### src/hdl/pcaw_pkg.sv
// ----------------------------------------------------------------------------
// pcaw_pkg
// Shared types, constants and helpers for the anti-windup PID controller.
// ----------------------------------------------------------------------------
package pcaw_pkg;

    localparam int SPEED_W  = 24;   // Q16.8 speeds, errors, integral, drive
    localparam int GAIN_W   = 16;   // Q4.12 gains
    localparam int LIM_W    = 23;   // unsigned Q15.8 limits
    localparam int FRAC_G   = 12;   // fraction bits of a gain
    localparam int WIDE_W   = SPEED_W + 1;
    localparam int PROD_W   = GAIN_W + SPEED_W;        // gain * error
    localparam int PRODD_W  = GAIN_W + WIDE_W;         // gain * derivative
    localparam int TERM_W   = PROD_W - FRAC_G;         // rounded P and I terms
    localparam int TERMD_W  = PRODD_W - FRAC_G;        // rounded D term
    localparam int SUM_W    = TERMD_W + 1;
    localparam int CFG_IDX_W  = 3;
    localparam int CFG_DATA_W = SPEED_W;

    localparam int QUEUE_DEPTH_DEF = 2;

    localparam logic REQ_SAMPLE = 1'b0;
    localparam logic REQ_CLEAR  = 1'b1;

    typedef enum logic [CFG_IDX_W-1:0] {
        CFG_SETPOINT       = 3'd0,
        CFG_GAIN_P         = 3'd1,
        CFG_GAIN_I         = 3'd2,
        CFG_GAIN_D         = 3'd3,
        CFG_ERROR_LIMIT    = 3'd4,
        CFG_INTEGRAL_LIMIT = 3'd5,
        CFG_OUTPUT_LIMIT   = 3'd6
    } t_cfg_index;

    typedef enum logic [1:0] {
        SAT_NONE  = 2'd0,
        SAT_UPPER = 2'd1,
        SAT_LOWER = 2'd2
    } t_sat;

    typedef enum logic [1:0] {
        BK_IDLE,
        BK_PREP,
        BK_MUL,
        BK_SUM
    } t_back_state;

    typedef struct packed {
        logic signed [SPEED_W-1:0] setpoint;
        logic signed [GAIN_W-1:0]  gain_p;
        logic signed [GAIN_W-1:0]  gain_i;
        logic signed [GAIN_W-1:0]  gain_d;
        logic [LIM_W-1:0]          error_limit;
        logic [LIM_W-1:0]          integral_limit;
        logic [LIM_W-1:0]          output_limit;
    } t_cfg;

    // One classified item as it waits between front and back.
    typedef struct packed {
        logic                      clr;
        logic signed [SPEED_W-1:0] err;
    } t_item;

    localparam logic signed [SPEED_W-1:0] SETPOINT_RST = 24'sd0;
    localparam logic signed [GAIN_W-1:0]  GAIN_P_RST   = 16'sd2458;
    localparam logic signed [GAIN_W-1:0]  GAIN_I_RST   = 16'sd2048;
    localparam logic signed [GAIN_W-1:0]  GAIN_D_RST   = 16'sd410;
    localparam logic [LIM_W-1:0]          ERR_LIM_RST  = 23'd204800;
    localparam logic [LIM_W-1:0]          INT_LIM_RST  = 23'd768000;
    localparam logic [LIM_W-1:0]          OUT_LIM_RST  = 23'd248320;

    // Symmetric clamp of a wide value to +/- lim; the result fits the speed width.
    function automatic logic signed [SPEED_W-1:0] clamp_sym(
        input logic signed [WIDE_W-1:0] x,
        input logic [LIM_W-1:0]         lim
    );
        logic signed [WIDE_W-1:0] hi;
        logic signed [WIDE_W-1:0] lo;
        logic signed [WIDE_W-1:0] r;
        hi = $signed({{(WIDE_W-LIM_W){1'b0}}, lim});
        lo = -hi;
        if (x > hi) begin
            r = hi;
        end else if (x < lo) begin
            r = lo;
        end else begin
            r = x;
        end
        return r[SPEED_W-1:0];
    endfunction

endpackage

### src/hdl/pid_controller_conditional_antiwindup.sv
// ----------------------------------------------------------------------------
// pid_controller_conditional_antiwindup
// Items pass through the front register, the queue and the back-end sequencer,
// whose derivative, multiply and sum steps must commit the integral before the
// next item may read it; the sum step waits while the output register is full.
// Reset is synchronous and active low: it restores the register defaults,
// clears the integral and last error and empties the queue.
// ----------------------------------------------------------------------------
module pid_controller_conditional_antiwindup #(
    parameter int QUEUE_DEPTH = pcaw_pkg::QUEUE_DEPTH_DEF
) (
    input  logic                                   i_clk,
    input  logic                                   i_rst_n,
    // Configuration write channel.
    input  logic                                   i_cfg_valid,
    output logic                                   o_cfg_ready,
    input  logic [pcaw_pkg::CFG_IDX_W-1:0]         i_cfg_index,
    input  logic [pcaw_pkg::CFG_DATA_W-1:0]        i_cfg_data,
    // Sample channel.
    input  logic                                   i_valid,
    output logic                                   o_ready,
    input  logic                                   i_req_type,
    input  logic signed [pcaw_pkg::SPEED_W-1:0]    i_measurement,
    // Result channel.
    output logic                                   o_valid,
    input  logic                                   i_ready,
    output logic signed [pcaw_pkg::SPEED_W-1:0]    o_drive,
    output logic [1:0]                             o_saturation
);
    import pcaw_pkg::*;

    // The block is split into a front end that takes items and works out the
    // clamped error, which needs no controller state, and a back end that owns
    // the integral and last error. A short queue between the two lets the front
    // keep accepting while the back is busy or its output register is full.

    t_cfg  r_cfg;
    logic  w_push;
    logic  w_full;
    logic  w_pop;
    logic  w_empty;
    t_item w_front_item;
    t_item w_queue_item;

    // Configuration registers. The user must make writes only while the block is
    // idle; the block does not enforce this, and the port is always ready. An index past the last register is ignored.
    assign o_cfg_ready = 1'b1;

    always_ff @(posedge i_clk) begin
        if (!i_rst_n) begin
            r_cfg.setpoint       <= SETPOINT_RST;
            r_cfg.gain_p         <= GAIN_P_RST;
            r_cfg.gain_i         <= GAIN_I_RST;
            r_cfg.gain_d         <= GAIN_D_RST;
            r_cfg.error_limit    <= ERR_LIM_RST;
            r_cfg.integral_limit <= INT_LIM_RST;
            r_cfg.output_limit   <= OUT_LIM_RST;
        end else if (i_cfg_valid && o_cfg_ready) begin
            case (i_cfg_index)
                CFG_SETPOINT: begin
                    r_cfg.setpoint <= i_cfg_data;
                end
                CFG_GAIN_P: begin
                    r_cfg.gain_p <= i_cfg_data[GAIN_W-1:0];
                end
                CFG_GAIN_I: begin
                    r_cfg.gain_i <= i_cfg_data[GAIN_W-1:0];
                end
                CFG_GAIN_D: begin
                    r_cfg.gain_d <= i_cfg_data[GAIN_W-1:0];
                end
                CFG_ERROR_LIMIT: begin
                    r_cfg.error_limit <= i_cfg_data[LIM_W-1:0];
                end
                CFG_INTEGRAL_LIMIT: begin
                    r_cfg.integral_limit <= i_cfg_data[LIM_W-1:0];
                end
                CFG_OUTPUT_LIMIT: begin
                    r_cfg.output_limit <= i_cfg_data[LIM_W-1:0];
                end
                default: begin
                end
            endcase
        end
    end

    // Front end: one register stage that classifies each item and clamps the
    // error to the error limit.
    pcaw_front u_front (
        .i_clk         (i_clk),
        .i_rst_n       (i_rst_n),
        .i_cfg         (r_cfg),
        .i_valid       (i_valid),
        .o_ready       (o_ready),
        .i_req_type    (i_req_type),
        .i_measurement (i_measurement),
        .o_push        (w_push),
        .o_item        (w_front_item),
        .i_full        (w_full)
    );

    // Decoupling queue between front and back.
    pcaw_queue #(
        .DEPTH (QUEUE_DEPTH)
    ) u_queue (
        .i_clk   (i_clk),
        .i_rst_n (i_rst_n),
        .i_push  (w_push),
        .i_data  (w_front_item),
        .o_full  (w_full),
        .i_pop   (w_pop),
        .o_empty (w_empty),
        .o_data  (w_queue_item)
    );

    // Back end: derivative and candidate integral, then the three gain products,
    // then the sum, the saturation decision and the conditional integral commit.
    // The finished item waits in an output register, so the back end may start
    // the next item while the result is still on offer.
    pcaw_back u_back (
        .i_clk        (i_clk),
        .i_rst_n      (i_rst_n),
        .i_cfg        (r_cfg),
        .i_q_empty    (w_empty),
        .i_q_data     (w_queue_item),
        .o_q_pop      (w_pop),
        .o_valid      (o_valid),
        .i_ready      (i_ready),
        .o_drive      (o_drive),
        .o_saturation (o_saturation)
    );

endmodule

### src/hdl/pcaw_queue.sv
// ----------------------------------------------------------------------------
// pcaw_queue
// Small first-in first-out queue of classified items between front and back.
// ----------------------------------------------------------------------------
module pcaw_queue #(
    parameter int DEPTH = pcaw_pkg::QUEUE_DEPTH_DEF
) (
    input  logic            i_clk,
    input  logic            i_rst_n,
    input  logic            i_push,
    input  pcaw_pkg::t_item i_data,
    output logic            o_full,
    input  logic            i_pop,
    output logic            o_empty,
    output pcaw_pkg::t_item o_data
);
    import pcaw_pkg::*;

    localparam int PTR_W = (DEPTH > 1) ? $clog2(DEPTH) : 1;
    localparam int CNT_W = $clog2(DEPTH + 1);

    t_item              r_mem [DEPTH];
    logic [PTR_W-1:0]   r_wr_ptr;
    logic [PTR_W-1:0]   r_rd_ptr;
    logic [CNT_W-1:0]   r_count;
    logic [CNT_W-1:0]   n_count;

    function automatic logic [PTR_W-1:0] ptr_inc(input logic [PTR_W-1:0] p);
        if (p == PTR_W'(DEPTH - 1)) begin
            return '0;
        end
        return p + PTR_W'(1);
    endfunction

    assign o_full  = (r_count == CNT_W'(DEPTH));
    assign o_empty = (r_count == '0);
    assign o_data  = r_mem[r_rd_ptr];

    always_comb begin
        n_count = r_count;
        if (i_push && !i_pop) begin
            n_count = r_count + CNT_W'(1);
        end else if (i_pop && !i_push) begin
            n_count = r_count - CNT_W'(1);
        end
    end

    always_ff @(posedge i_clk) begin
        if (!i_rst_n) begin
            r_wr_ptr <= '0;
            r_rd_ptr <= '0;
            r_count  <= '0;
        end else begin
            r_count <= n_count;
            if (i_push) begin
                r_wr_ptr <= ptr_inc(r_wr_ptr);
            end
            if (i_pop) begin
                r_rd_ptr <= ptr_inc(r_rd_ptr);
            end
        end
    end

    always_ff @(posedge i_clk) begin
        if (i_push) begin
            r_mem[r_wr_ptr] <= i_data;
        end
    end

    a_no_overflow: assert property (@(posedge i_clk) disable iff (!i_rst_n)
        (o_full && !i_pop) |-> !i_push)
        else $error("queue pushed while full");

endmodule

### src/hdl/pcaw_front.sv
// ----------------------------------------------------------------------------
// pcaw_front
// Accepts items, tells clear requests from samples and forms the clamped error.
// ----------------------------------------------------------------------------
module pcaw_front (
    input  logic                                   i_clk,
    input  logic                                   i_rst_n,
    input  pcaw_pkg::t_cfg                         i_cfg,
    input  logic                                   i_valid,
    output logic                                   o_ready,
    input  logic                                   i_req_type,
    input  logic signed [pcaw_pkg::SPEED_W-1:0]    i_measurement,
    output logic                                   o_push,
    output pcaw_pkg::t_item                        o_item,
    input  logic                                   i_full
);
    import pcaw_pkg::*;

    logic                      r_valid;
    t_item                     r_item;
    t_item                     n_item;
    logic signed [WIDE_W-1:0]  w_diff;

    // The difference is taken one bit wider so that it never wraps.
    assign w_diff = $signed({i_cfg.setpoint[SPEED_W-1], i_cfg.setpoint})
                  - $signed({i_measurement[SPEED_W-1], i_measurement});

    always_comb begin
        n_item.clr = (i_req_type == REQ_CLEAR);
        if (i_req_type == REQ_CLEAR) begin
            n_item.err = '0;
        end else begin
            n_item.err = clamp_sym(w_diff, i_cfg.error_limit);
        end
    end

    assign o_push  = r_valid && !i_full;
    assign o_ready = !r_valid || !i_full;
    assign o_item  = r_item;

    always_ff @(posedge i_clk) begin
        if (!i_rst_n) begin
            r_valid <= 1'b0;
        end else if (i_valid && o_ready) begin
            r_valid <= 1'b1;
        end else if (o_push) begin
            r_valid <= 1'b0;
        end
    end

    always_ff @(posedge i_clk) begin
        if (i_valid && o_ready) begin
            r_item <= n_item;
        end
    end

endmodule

### src/hdl/pcaw_back.sv
// ----------------------------------------------------------------------------
// pcaw_back
// Three-step sequencer that forms the PID output, commits the state and holds
// the result in an output register.
// ----------------------------------------------------------------------------
module pcaw_back (
    input  logic                                   i_clk,
    input  logic                                   i_rst_n,
    input  pcaw_pkg::t_cfg                         i_cfg,
    input  logic                                   i_q_empty,
    input  pcaw_pkg::t_item                        i_q_data,
    output logic                                   o_q_pop,
    output logic                                   o_valid,
    input  logic                                   i_ready,
    output logic signed [pcaw_pkg::SPEED_W-1:0]    o_drive,
    output logic [1:0]                             o_saturation
);
    import pcaw_pkg::*;

    t_back_state               r_state;
    t_back_state               n_state;
    logic                      w_finish;
    logic                      w_out_free;

    logic                      r_clr;
    logic signed [SPEED_W-1:0] r_err;
    logic signed [SPEED_W-1:0] r_last;
    logic signed [SPEED_W-1:0] r_integ;
    logic signed [WIDE_W-1:0]  r_deriv;
    logic signed [SPEED_W-1:0] r_cand;
    logic signed [TERM_W-1:0]  r_term_p;
    logic signed [TERM_W-1:0]  r_term_i;
    logic signed [TERMD_W-1:0] r_term_d;

    logic signed [PROD_W-1:0]  w_prod_p;
    logic signed [PROD_W-1:0]  w_prod_i;
    logic signed [PRODD_W-1:0] w_prod_d;
    logic signed [SUM_W-1:0]   w_sum;
    logic signed [SUM_W-1:0]   w_olim;
    logic                      w_err_neg;
    logic                      w_err_pos;

    logic                      r_out_valid;
    logic signed [SPEED_W-1:0] r_drive;
    t_sat                      r_sat;

    assign w_out_free = !r_out_valid || i_ready;

    // Sequencer: pop, then derivative and candidate, then products, then sum.
    always_comb begin
        n_state  = r_state;
        o_q_pop  = 1'b0;
        w_finish = 1'b0;
        case (r_state)
            BK_IDLE: begin
                if (!i_q_empty) begin
                    o_q_pop = 1'b1;
                    n_state = BK_PREP;
                end
            end
            BK_PREP: begin
                n_state = BK_MUL;
            end
            BK_MUL: begin
                n_state = BK_SUM;
            end
            BK_SUM: begin
                if (w_out_free) begin
                    w_finish = 1'b1;
                    if (!i_q_empty) begin
                        o_q_pop = 1'b1;
                        n_state = BK_PREP;
                    end else begin
                        n_state = BK_IDLE;
                    end
                end
            end
            default: begin
                n_state = BK_IDLE;
            end
        endcase
    end

    always_ff @(posedge i_clk) begin
        if (!i_rst_n) begin
            r_state <= BK_IDLE;
        end else begin
            r_state <= n_state;
        end
    end

    // Products are Q20.20; dropping twelve bits of a signed value floors it.
    assign w_prod_p = $signed(i_cfg.gain_p) * r_err;
    assign w_prod_i = $signed(i_cfg.gain_i) * r_cand;
    assign w_prod_d = $signed(i_cfg.gain_d) * r_deriv;

    assign w_sum  = SUM_W'(r_term_p) + SUM_W'(r_term_i) + SUM_W'(r_term_d);
    assign w_olim = $signed({{(SUM_W-LIM_W){1'b0}}, i_cfg.output_limit});

    assign w_err_neg = r_err[SPEED_W-1];
    assign w_err_pos = !r_err[SPEED_W-1] && (r_err != '0);

    always_ff @(posedge i_clk) begin
        if (o_q_pop) begin
            r_clr <= i_q_data.clr;
            r_err <= i_q_data.err;
        end
        if (r_state == BK_PREP) begin
            r_deriv <= $signed({r_err[SPEED_W-1], r_err})
                     - $signed({r_last[SPEED_W-1], r_last});
            r_cand  <= clamp_sym($signed({r_integ[SPEED_W-1], r_integ})
                                 + $signed({r_err[SPEED_W-1], r_err}),
                                 i_cfg.integral_limit);
        end
        if (r_state == BK_MUL) begin
            r_term_p <= w_prod_p[PROD_W-1:FRAC_G];
            r_term_i <= w_prod_i[PROD_W-1:FRAC_G];
            r_term_d <= w_prod_d[PRODD_W-1:FRAC_G];
        end
    end

    // Controller state and output register.
    always_ff @(posedge i_clk) begin
        if (!i_rst_n) begin
            r_out_valid <= 1'b0;
            r_last      <= '0;
            r_integ     <= '0;
            r_drive     <= '0;
            r_sat       <= SAT_NONE;
        end else begin
            if (w_finish) begin
                r_out_valid <= 1'b1;
            end else if (i_ready) begin
                r_out_valid <= 1'b0;
            end
            if (w_finish) begin
                if (r_clr) begin
                    r_last  <= '0;
                    r_integ <= '0;
                    r_drive <= '0;
                    r_sat   <= SAT_NONE;
                end else begin
                    r_last <= r_err;
                    if (w_sum > w_olim) begin
                        r_drive <= w_olim[SPEED_W-1:0];
                        r_sat   <= SAT_UPPER;
                        if (w_err_neg) begin
                            r_integ <= r_cand;
                        end
                    end else if (w_sum < -w_olim) begin
                        r_drive <= -w_olim[SPEED_W-1:0];
                        r_sat   <= SAT_LOWER;
                        if (w_err_pos) begin
                            r_integ <= r_cand;
                        end
                    end else begin
                        r_drive <= w_sum[SPEED_W-1:0];
                        r_sat   <= SAT_NONE;
                        r_integ <= r_cand;
                    end
                end
            end
        end
    end

    assign o_valid      = r_out_valid;
    assign o_drive      = r_drive;
    assign o_saturation = r_sat;

    a_upper_rail: assert property (@(posedge i_clk) disable iff (!i_rst_n)
        (r_out_valid && r_sat == SAT_UPPER)
            |-> (r_drive == $signed({1'b0, i_cfg.output_limit})))
        else $error("upper clip does not sit on the output limit");

    a_lower_rail: assert property (@(posedge i_clk) disable iff (!i_rst_n)
        (r_out_valid && r_sat == SAT_LOWER)
            |-> (r_drive == -$signed({1'b0, i_cfg.output_limit})))
        else $error("lower clip does not sit on the negative output limit");

    a_pop_when_free: assert property (@(posedge i_clk) disable iff (!i_rst_n)
        o_q_pop |-> (r_state == BK_IDLE || r_state == BK_SUM))
        else $error("item taken from the queue while the sequencer is busy");

endmodule
### config.mk
export PLATFORM = sky130hd
export DESIGN_NAME = pid_controller_conditional_antiwindup
export DESIGN_NICKNAME = d
export VERILOG_FILES = /design/src/hdl/pcaw_pkg.sv /design/src/hdl/pid_controller_conditional_antiwindup.sv /design/src/hdl/pcaw_queue.sv /design/src/hdl/pcaw_front.sv /design/src/hdl/pcaw_back.sv
export SDC_FILE = /design/constraint.sdc
export NUM_CORES = 2
export LEC_CHECK = 0
export ABC_AREA = 1
export BUFFER_PORTS_ARGS = -buffer_cell sky130_fd_sc_hd__buf_2
export CORE_MARGIN = 3
export CORE_UTILIZATION = 31
export CTS_CLUSTER_DIAMETER = 60
export CTS_CLUSTER_SIZE = 24
export DETAILED_ROUTE_END_ITERATION = 6
export PLACE_DENSITY_LB_ADDON = 0.05
export SLEW_MARGIN = 20
export SYNTH_ARGS = -nofsm -noshare
export SYNTH_HDL_FRONTEND = slang
export SYNTH_SLANG_ARGS = --single-unit
### constraint.sdc
create_clock -name i_clk -period 8.85 [get_ports i_clk]
set_clock_uncertainty 0.2 [all_clocks]
set_input_delay 0.4425 -clock i_clk [delete_from_list [all_inputs] [get_ports i_clk]]
set_output_delay 0.4425 -clock i_clk [all_outputs]
set_load 0.1 [all_outputs]
# Yosys cells after proc, flatten, opt, wreduce, memory -nomap -nowiden
# Memories as Yosys holds them, arrays and structs flattened. A register that Yosys moved wholly into a read port is not among the register bits.
# Cells that the tools add are included.
[word_totals] regBits=382 ram_bits=50 input_bits=57 out_inout_bits=29 elab_cells=136 n_memories=1
[memory_table] name="u_queue.r_mem" depth=2 width=25 read_ports=1 rd_ports_with_merged_regs=1 wr=1 line="pcaw_queue.sv:22" text="t_item r_mem [DEPTH];"
[classes] add_sub_neg=13 mul=3 order_cmp=6 eq_ne=14 n_mux=43 n_reduce_logical=30
[op_table] operator="24-bit 2-to-1 mux" count=11
[op_table] operator="16-bit by 24-bit multiplier with 40-bit output" count=2
[op_table] operator="25-bit by 24-bit greater-than comparator with 1-bit output" count=2
[op_table] operator="25-bit less-than comparator" count=2
[op_table] operator="23-bit negation with 25-bit output" count=2
[op_table] operator="24-bit by 24-bit subtractor with 25-bit output" count=2
[op_table] operator="23-bit 2-to-1 mux" count=2
[op_table] operator="16-bit by 25-bit multiplier with 41-bit output" count=1
[op_table] operator="29-bit by 29-bit adder with 30-bit output" count=1
[op_table] operator="30-bit by 24-bit greater-than comparator with 1-bit output" count=1
[op_table] operator="30-bit less-than comparator" count=1
[op_table] operator="23-bit negation with 30-bit output" count=1
[op_table] operator="28-bit by 28-bit adder with 29-bit output" count=1
[op_table] operator="24-bit by 24-bit adder with 25-bit output" count=1
[op_table] operator="23-bit negation with 24-bit output" count=1
[op_table] operator="24-bit nonzero test" count=1
[op_table] operator="1-bit 2-to-1 mux" count=21
[op_table] operator="2-bit AND reduction" count=8
[op_table] operator="2-bit 2-to-1 mux" count=7
[op_table] operator="3-bit equality test, second input constant" count=3
[op_table] operator="2-bit one-hot mux with 4 select lines" count=1
[op_table] operator="2-bit equality test, second input constant" count=3
[op_table] operator="3-bit by 2-bit equality test with 1-bit output, second input constant" count=2
[op_table] operator="1-bit logical NOT" count=6
[op_table] operator="other kinds (17)" count=26

# Logic depth before layout (Yosys ltp)
[depth] word_depth=7 depth_mapped=31 mapped_depth_nobuf=30

# Hierarchy
# Synthesis repeated with hierarchy kept, for this count alone.
[hier_totals] hier_cells=9101 area_unflattened_um2=71703.8
[by_module_without_submodules] mod="pcaw_back" instances=1 cells_each=7534 area_each_um2=59499.6 seq_area_each_um2=6316.1
[by_module_without_submodules] mod="pid_controller_conditional_antiwindup" instances=1 cells_each=781 area_each_um2=5557.8 seq_area_each_um2=2822.7
[by_module_without_submodules] mod="pcaw_front" instances=1 cells_each=673 area_each_um2=4509.3 seq_area_each_um2=770.7
[by_module_without_submodules] mod="pcaw_queue" instances=1 cells_each=113 area_each_um2=2137.0 seq_area_each_um2=1601.5

# Least setup slack after synthesis
# Ideal clock, no wire load.
[synth_path] path_kind="register -> register" start="register u_back.r_err[14], read port of u_queue.r_mem" end="register u_back.r_term_p[18], data pin" setup_time_ps=258 arrival_time_ps=5881 required_time_ps=8392 path_slack_ps=2511 path_stages_with_launch=26 path_buffers=2 synth_period_minus_slack_ps=6339 cell_sequence="edfxtp_1 -> clkbuf_1 -> buf_1 -> nand2_1 -> fa_1 -> inv_1 -> fa_1 -> inv_1 -> fa_1 -> inv_1 -> fa_1 -> fa_1 -> inv_1 -> fa_1 -> inv_1 -> ha_1 -> nand2_1 -> nor2_1 -> inv_1 -> nor2_1 -> inv_1 -> nor4_1 -> a21oi_1 -> o31ai_1 -> a21oi_1 -> xnor2_1"
[synth_between] elab_chain_len=1
[synth_rtl] item="from (decl)" line="pcaw_back.sv:26" text="logic signed [SPEED_W-1:0] r_err;"
[synth_rtl] item="16-bit by 24-bit multiplier with 40-bit output" line="pcaw_back.sv:93" text="assign w_prod_p = $signed(i_cfg.gain_p) * r_err;"
[synth_rtl] item="named net u_back.w_prod_p[30]" line="pcaw_back.sv:35" text="logic signed [PROD_W-1:0] w_prod_p;"
[synth_rtl] item="to (signal assigned)" line="pcaw_back.sv:116" text="r_term_p <= w_prod_p[PROD_W-1:FRAC_G];"
[synth_rtl] item="to (decl)" line="pcaw_back.sv:31" text="logic signed [TERM_W-1:0] r_term_p;"
# The timed path passes the listed nets, and every way through them passes these cells.
# A chain may end at the register's enable or synchronous reset.

# Worst setup path after layout
[layout_path] start="register r_cfg[104] (netlist bit)" end="register u_back.r_term_p[22], data pin"
[layout_between] elab_chain_len=1
[layout_rtl] item="from (decl)" line="pid_controller_conditional_antiwindup.sv:37" text="t_cfg r_cfg;"
[layout_rtl] item="16-bit by 24-bit multiplier with 40-bit output" line="pcaw_back.sv:93"
[layout_rtl] item="named net u_back.w_prod_p[34]" line="pcaw_back.sv:35"
# The timed path passes the listed nets, and every way through them passes these cells.

==> Flow_metrics.wiki <==
{| class="wikitable"
! Metric !! Value
|-
| Result of the run || completed
|-
| Count of buffers from port buffering || 84
|-
| Post-synthesis instance area || 70500 um2
|-
| Unrepaired setup endpoints after global routing || no
|-
| Crit path largest cell delay || 1.05 ns
|-
| DP HPWL || 206000 um
|-
| Sequential share of the synthesized area || 16.3%
|-
| Final net count || 10600
|-
| Wire length of the first global-routing pass || 385000 um
|-
| Hold Crit Class || primary input to flip-flop
|-
| Global-route congestion overflow total || 0
|-
| Slew headroom || 21.5%
|-
| Data required time at the worst endpoint || 9.06 ns
|-
| Number of endpoints with negative hold slack in the final report || 0
|-
| Number of flip-flops and latches in the synthesized netlist || 457
|-
| Routability congestion estimate from global placement || 0.872
|-
| TritonCTS clock tree || yes
|-
| Final Critical Period || 7.61 ns
|-
| Maximum level of the CTS H-tree || 3
|-
| Number of slew-limit violations in the final report || 0
|-
| Clk sink count || 457
|-
| Initial Utilization || 31.3%
|-
| Post-Synthesis Mean Instance Area || 7.93 um2
|-
| Total area of sequential cells || 11500 um2
|-
| Sum of negative setup slack || 0 ns
|-
| Die Span Y || 483 um
|-
| # setup viols final || 0
|-
| Share of final-layout standard cells stronger than drive strength 1 || 4.44%
|-
| Post-route met1 wirelength || 119000 um
|-
| Cell count after synthesis || 8897
|-
| Worst Path Max Fanout || 25
|-
| Min-Delay Startpoint || i_cfg_data[17]
|-
| Slowest stage cell on the critical path || dfxtp_1
|-
| Maximum number of pins on one net before global-route repair || 74
|-
| Skew-Pair Late Insertion Delay || 0.72 ns
|-
| Clock buffers created by TritonCTS || 68
|-
| CORE AREA || 226000 um2
|-
| Post-synth EDFFs || 234
|-
| Sum of met2 wire segment lengths after detailed routing || 119000 um
|-
| Type of the setup path with the least slack || flip-flop to flip-flop
|-
| Vias in the first global route || 58900
|-
| Footprint of the multi-input gates || 49200 um2
|-
| Post-synthesis async set-or-reset flop share || 0%
|-
| Commonest register cell after synthesis || edfxtp_1
|-
| GRT Util Overall || 22.2%
|-
| Total vias in the final route || 55700
|-
| Count of placed standard cells in the final layout, fillers left out || 11900
|-
| Category of the worst setup path capture point || flip-flop
|-
| Post-cts repair resize count || 0
|-
| Met3 Routed Length || 11700 um
|-
| Origin of the critical flop-to-flop path || r_cfg[104]
|-
| Number of stages on the worst hold path || 3
|-
| Worst Hold Margin || 0.0785 ns
|-
| Vias per cell || 4.69
|-
| Worst reg-to-reg setup slack || 1.24 ns
|-
| Width of the chip || 483 um
|-
| Wirelength per Cell || 21.4 um
|-
| Transition time at the pin with the least slew margin || 1.18 ns
|-
| Depth of the worst register-to-register path || 22
|-
| Die outline area || 233000 um2
|-
| Post-synthesis cell type count || 62
|-
| Top sig layer || met4
|-
| Row cnt || 174
|-
| I/O pins || 86
|-
| Total length of routed wires || 254000 um
|-
| Max-capacitance violation count || 0
|-
| Net count of the mapped netlist || 10700
|-
| Antenna violations before repair || 28
|-
| TritonRoute pass-1 iters || 5
|-
| Endpoint with the worst hold slack || r_cfg[63]
|-
| CTS clk-pin slew, worst paths || 0.07 ns
|-
| Reg-to-Reg End || u_back.r_term_p[22]
|-
| Deepest clock path buffer count || 3
|-
| Final worst path period share || 86.0%
|-
| Drt first-iter violations || 3686
|-
| Yosys warning total || 0
|-
| Total of fill cells in the finished design || 24200
|-
| Cell breakdown of the critical path || nand2_1 > fa_1 > fa_1 > fa_1 > fa_1 > inv_1 > fa_1 > fa_1 > ha_1 > nand2_1 > nor2_1 > inv_1 > nor3_1 > a21oi_1 > o21ai_0 > nand2_1 > nand2_1 > nand2_1 > nand2_1 > a21oi_1 > o21a_1 > xnor2_1
|-
| Layout overhead on the synthesized area || 9.12%
|-
| Upper clock frequency limit || 0.131 GHz
|-
| Post-placement cell count || 11700
|-
| Setup crit start kind || flip-flop
|-
| Cell chosen for the clock root || clkbuf_16
|-
| Post-route DRC violation count || 0
|-
| Signal arrival time at the worst endpoint || 7.81 ns
|-
| Antenna-violating nets left || 0
|}
-- Yosys cell counts, types with 10 or more instances --
library cell / n / area, um2
a211oi_1: 12 / 90.1
a21o_1: 14 / 105
a21oi_1: 433 / 2170
a31oi_1: 22 / 138
buf_1: 24 / 90.1
buf_2: 12 / 60.1
clkbuf_1: 340 / 1280
dfxtp_1: 223 / 4460
edfxtp_1: 234 / 7030
fa_1: 1166 / 23300
ha_1: 542 / 6780
inv_1: 2221 / 8340
nand2_1: 2127 / 7980
nand3_1: 186 / 931
nand4_1: 91 / 569
nor2_1: 450 / 1690
nor3_1: 50 / 250
nor4_1: 22 / 138
o211ai_1: 31 / 233
o21a_1: 26 / 195
o21ai_0: 302 / 1510
o21bai_1: 16 / 120
o221ai_1: 10 / 87.6
or2_2: 11 / 68.8
xnor2_1: 83 / 727
xor2_1: 164 / 1440
-- sequential cells by signal, indices dropped and copies added, names as in the netlist, 25 cells and up --
signal,cells
r_cfg,141
u_queue.r_mem,50
u_back.r_term_d,29
u_back.r_term_i,28
u_back.r_term_p,28
u_back.r_deriv,25
u_front.o_item,25
-- per-layer routing --
metal,GRT usage (%),up-vias
li1,-,26400
met1,31.5,27900
met2,36.9,1196
met3,2.10,191
met4,4.07,0
met5,0,-
-- critical path: cells and delay by family (launching register included) --
family                     cells  cell delay (ns)
AOI/OAI and AO/OA              4             0.97
xor gates and xnor gates       1             0.15
adders and majority gates      7             3.35
buffers and inverters          2             0.10
DFF                            1             1.05
and+or+nand+nor                8             1.46
-- what timing repair did --
action,4_1_cts,5_1_grt
hold endpoints to repair,65,0
setup buffers,0,0
hold buffers,10,0
-- cell usage in the layout (no fill, tap or decap), types with 10 or more instances in the layout --
master	synthesis	final
a211oi_1	12	12
a21o_1	14	14
a21oi_1	433	433
a31oi_1	22	22
buf_2	12	83
buf_4	3	126
clkbuf_16	0	70
dfxtp_1	223	223
dlygate4sd3_1	0	10
edfxtp_1	234	234
fa_1	1166	1166
ha_1	542	540
inv_1	2221	2219
nand2_1	2127	2126
nand3_1	186	186
nand4_1	91	91
nor2_1	450	444
nor3_1	50	48
nor4_1	22	22
o211ai_1	31	31
o21a_1	26	26
o21ai_0	302	302
o21bai_1	16	16
o221ai_1	10	10
or2_2	11	11
xnor2_1	83	82
xor2_1	164	164
-- per-stage QoR --
step | worst slack [ns] | utilization, % | area [um2]
2_1_floorplan | 2.51 | - | 70500
3_3_place_gp | 0.977 | 32.9 | 74200
3_5_place_dp | 1.25 | 32.9 | 74300
4_1_cts | 1.17 | 34.1 | 76900
5_1_grt | 0.815 | 34.1 | 76900
6_report | 1.24 | 34.1 | 76900
-- how the worst max path moves through the flow --
stage / start / to / cells past startpoint / slack [ns]
6_report: r_cfg[104] / u_back.r_term_p[22] / 22 / 1.24
2_1_floorplan: u_back.r_err[14] / u_back.r_term_p[18] / 25 / 2.51
5_1_grt: r_cfg[104] / u_back.r_term_p[22] / 22 / 0.81
4_1_cts: r_cfg[104] / u_back.r_term_p[22] / 22 / 1.17
3_5_place_dp: r_cfg[104] / u_back.r_term_p[22] / 22 / 1.25
3_3_place_gp: u_back.r_err[6] / u_back.r_term_p[22] / 24 / 0.98
-- kinds of logic (layout without fill, tap and decap cells) --
| logic type | after synthesis | after routing | share of synthesized area, % |
|---|---|---|---|
| AND/OR/NAND/NOR | 2966 | 2966 | 16.9 |
| other | 1 | 9 | 0.00532 |
| buffers and inverters | 2612 | 2583 | 14.0 |
| XOR/XNOR | 248 | 248 | 3.11 |
| AO/OA/AOI/OAI | 905 | 905 | 7.05 |
| flip-flops | 457 | 457 | 16.3 |
| adder cells (fa/ha/maj) | 1708 | 1708 | 42.7 |
-- final cells by class --
type                            instances  share of cell area [%]
Multi-Input combinational cell       5828                    64.0
Sequential cell                       457                    14.9
Inverter                             2231                    10.9
Tap cell                             2992                    4.87
Clock buffer                           73                    2.30
Timing Repair Buffer                  226                    2.03
Clock inverter                         53                   0.960
Antenna cell                            8                  0.0260
Power is left out: the tool's default activity adds up to more than one toggle a clock period on the data nets, which glitch-free logic cannot reach.
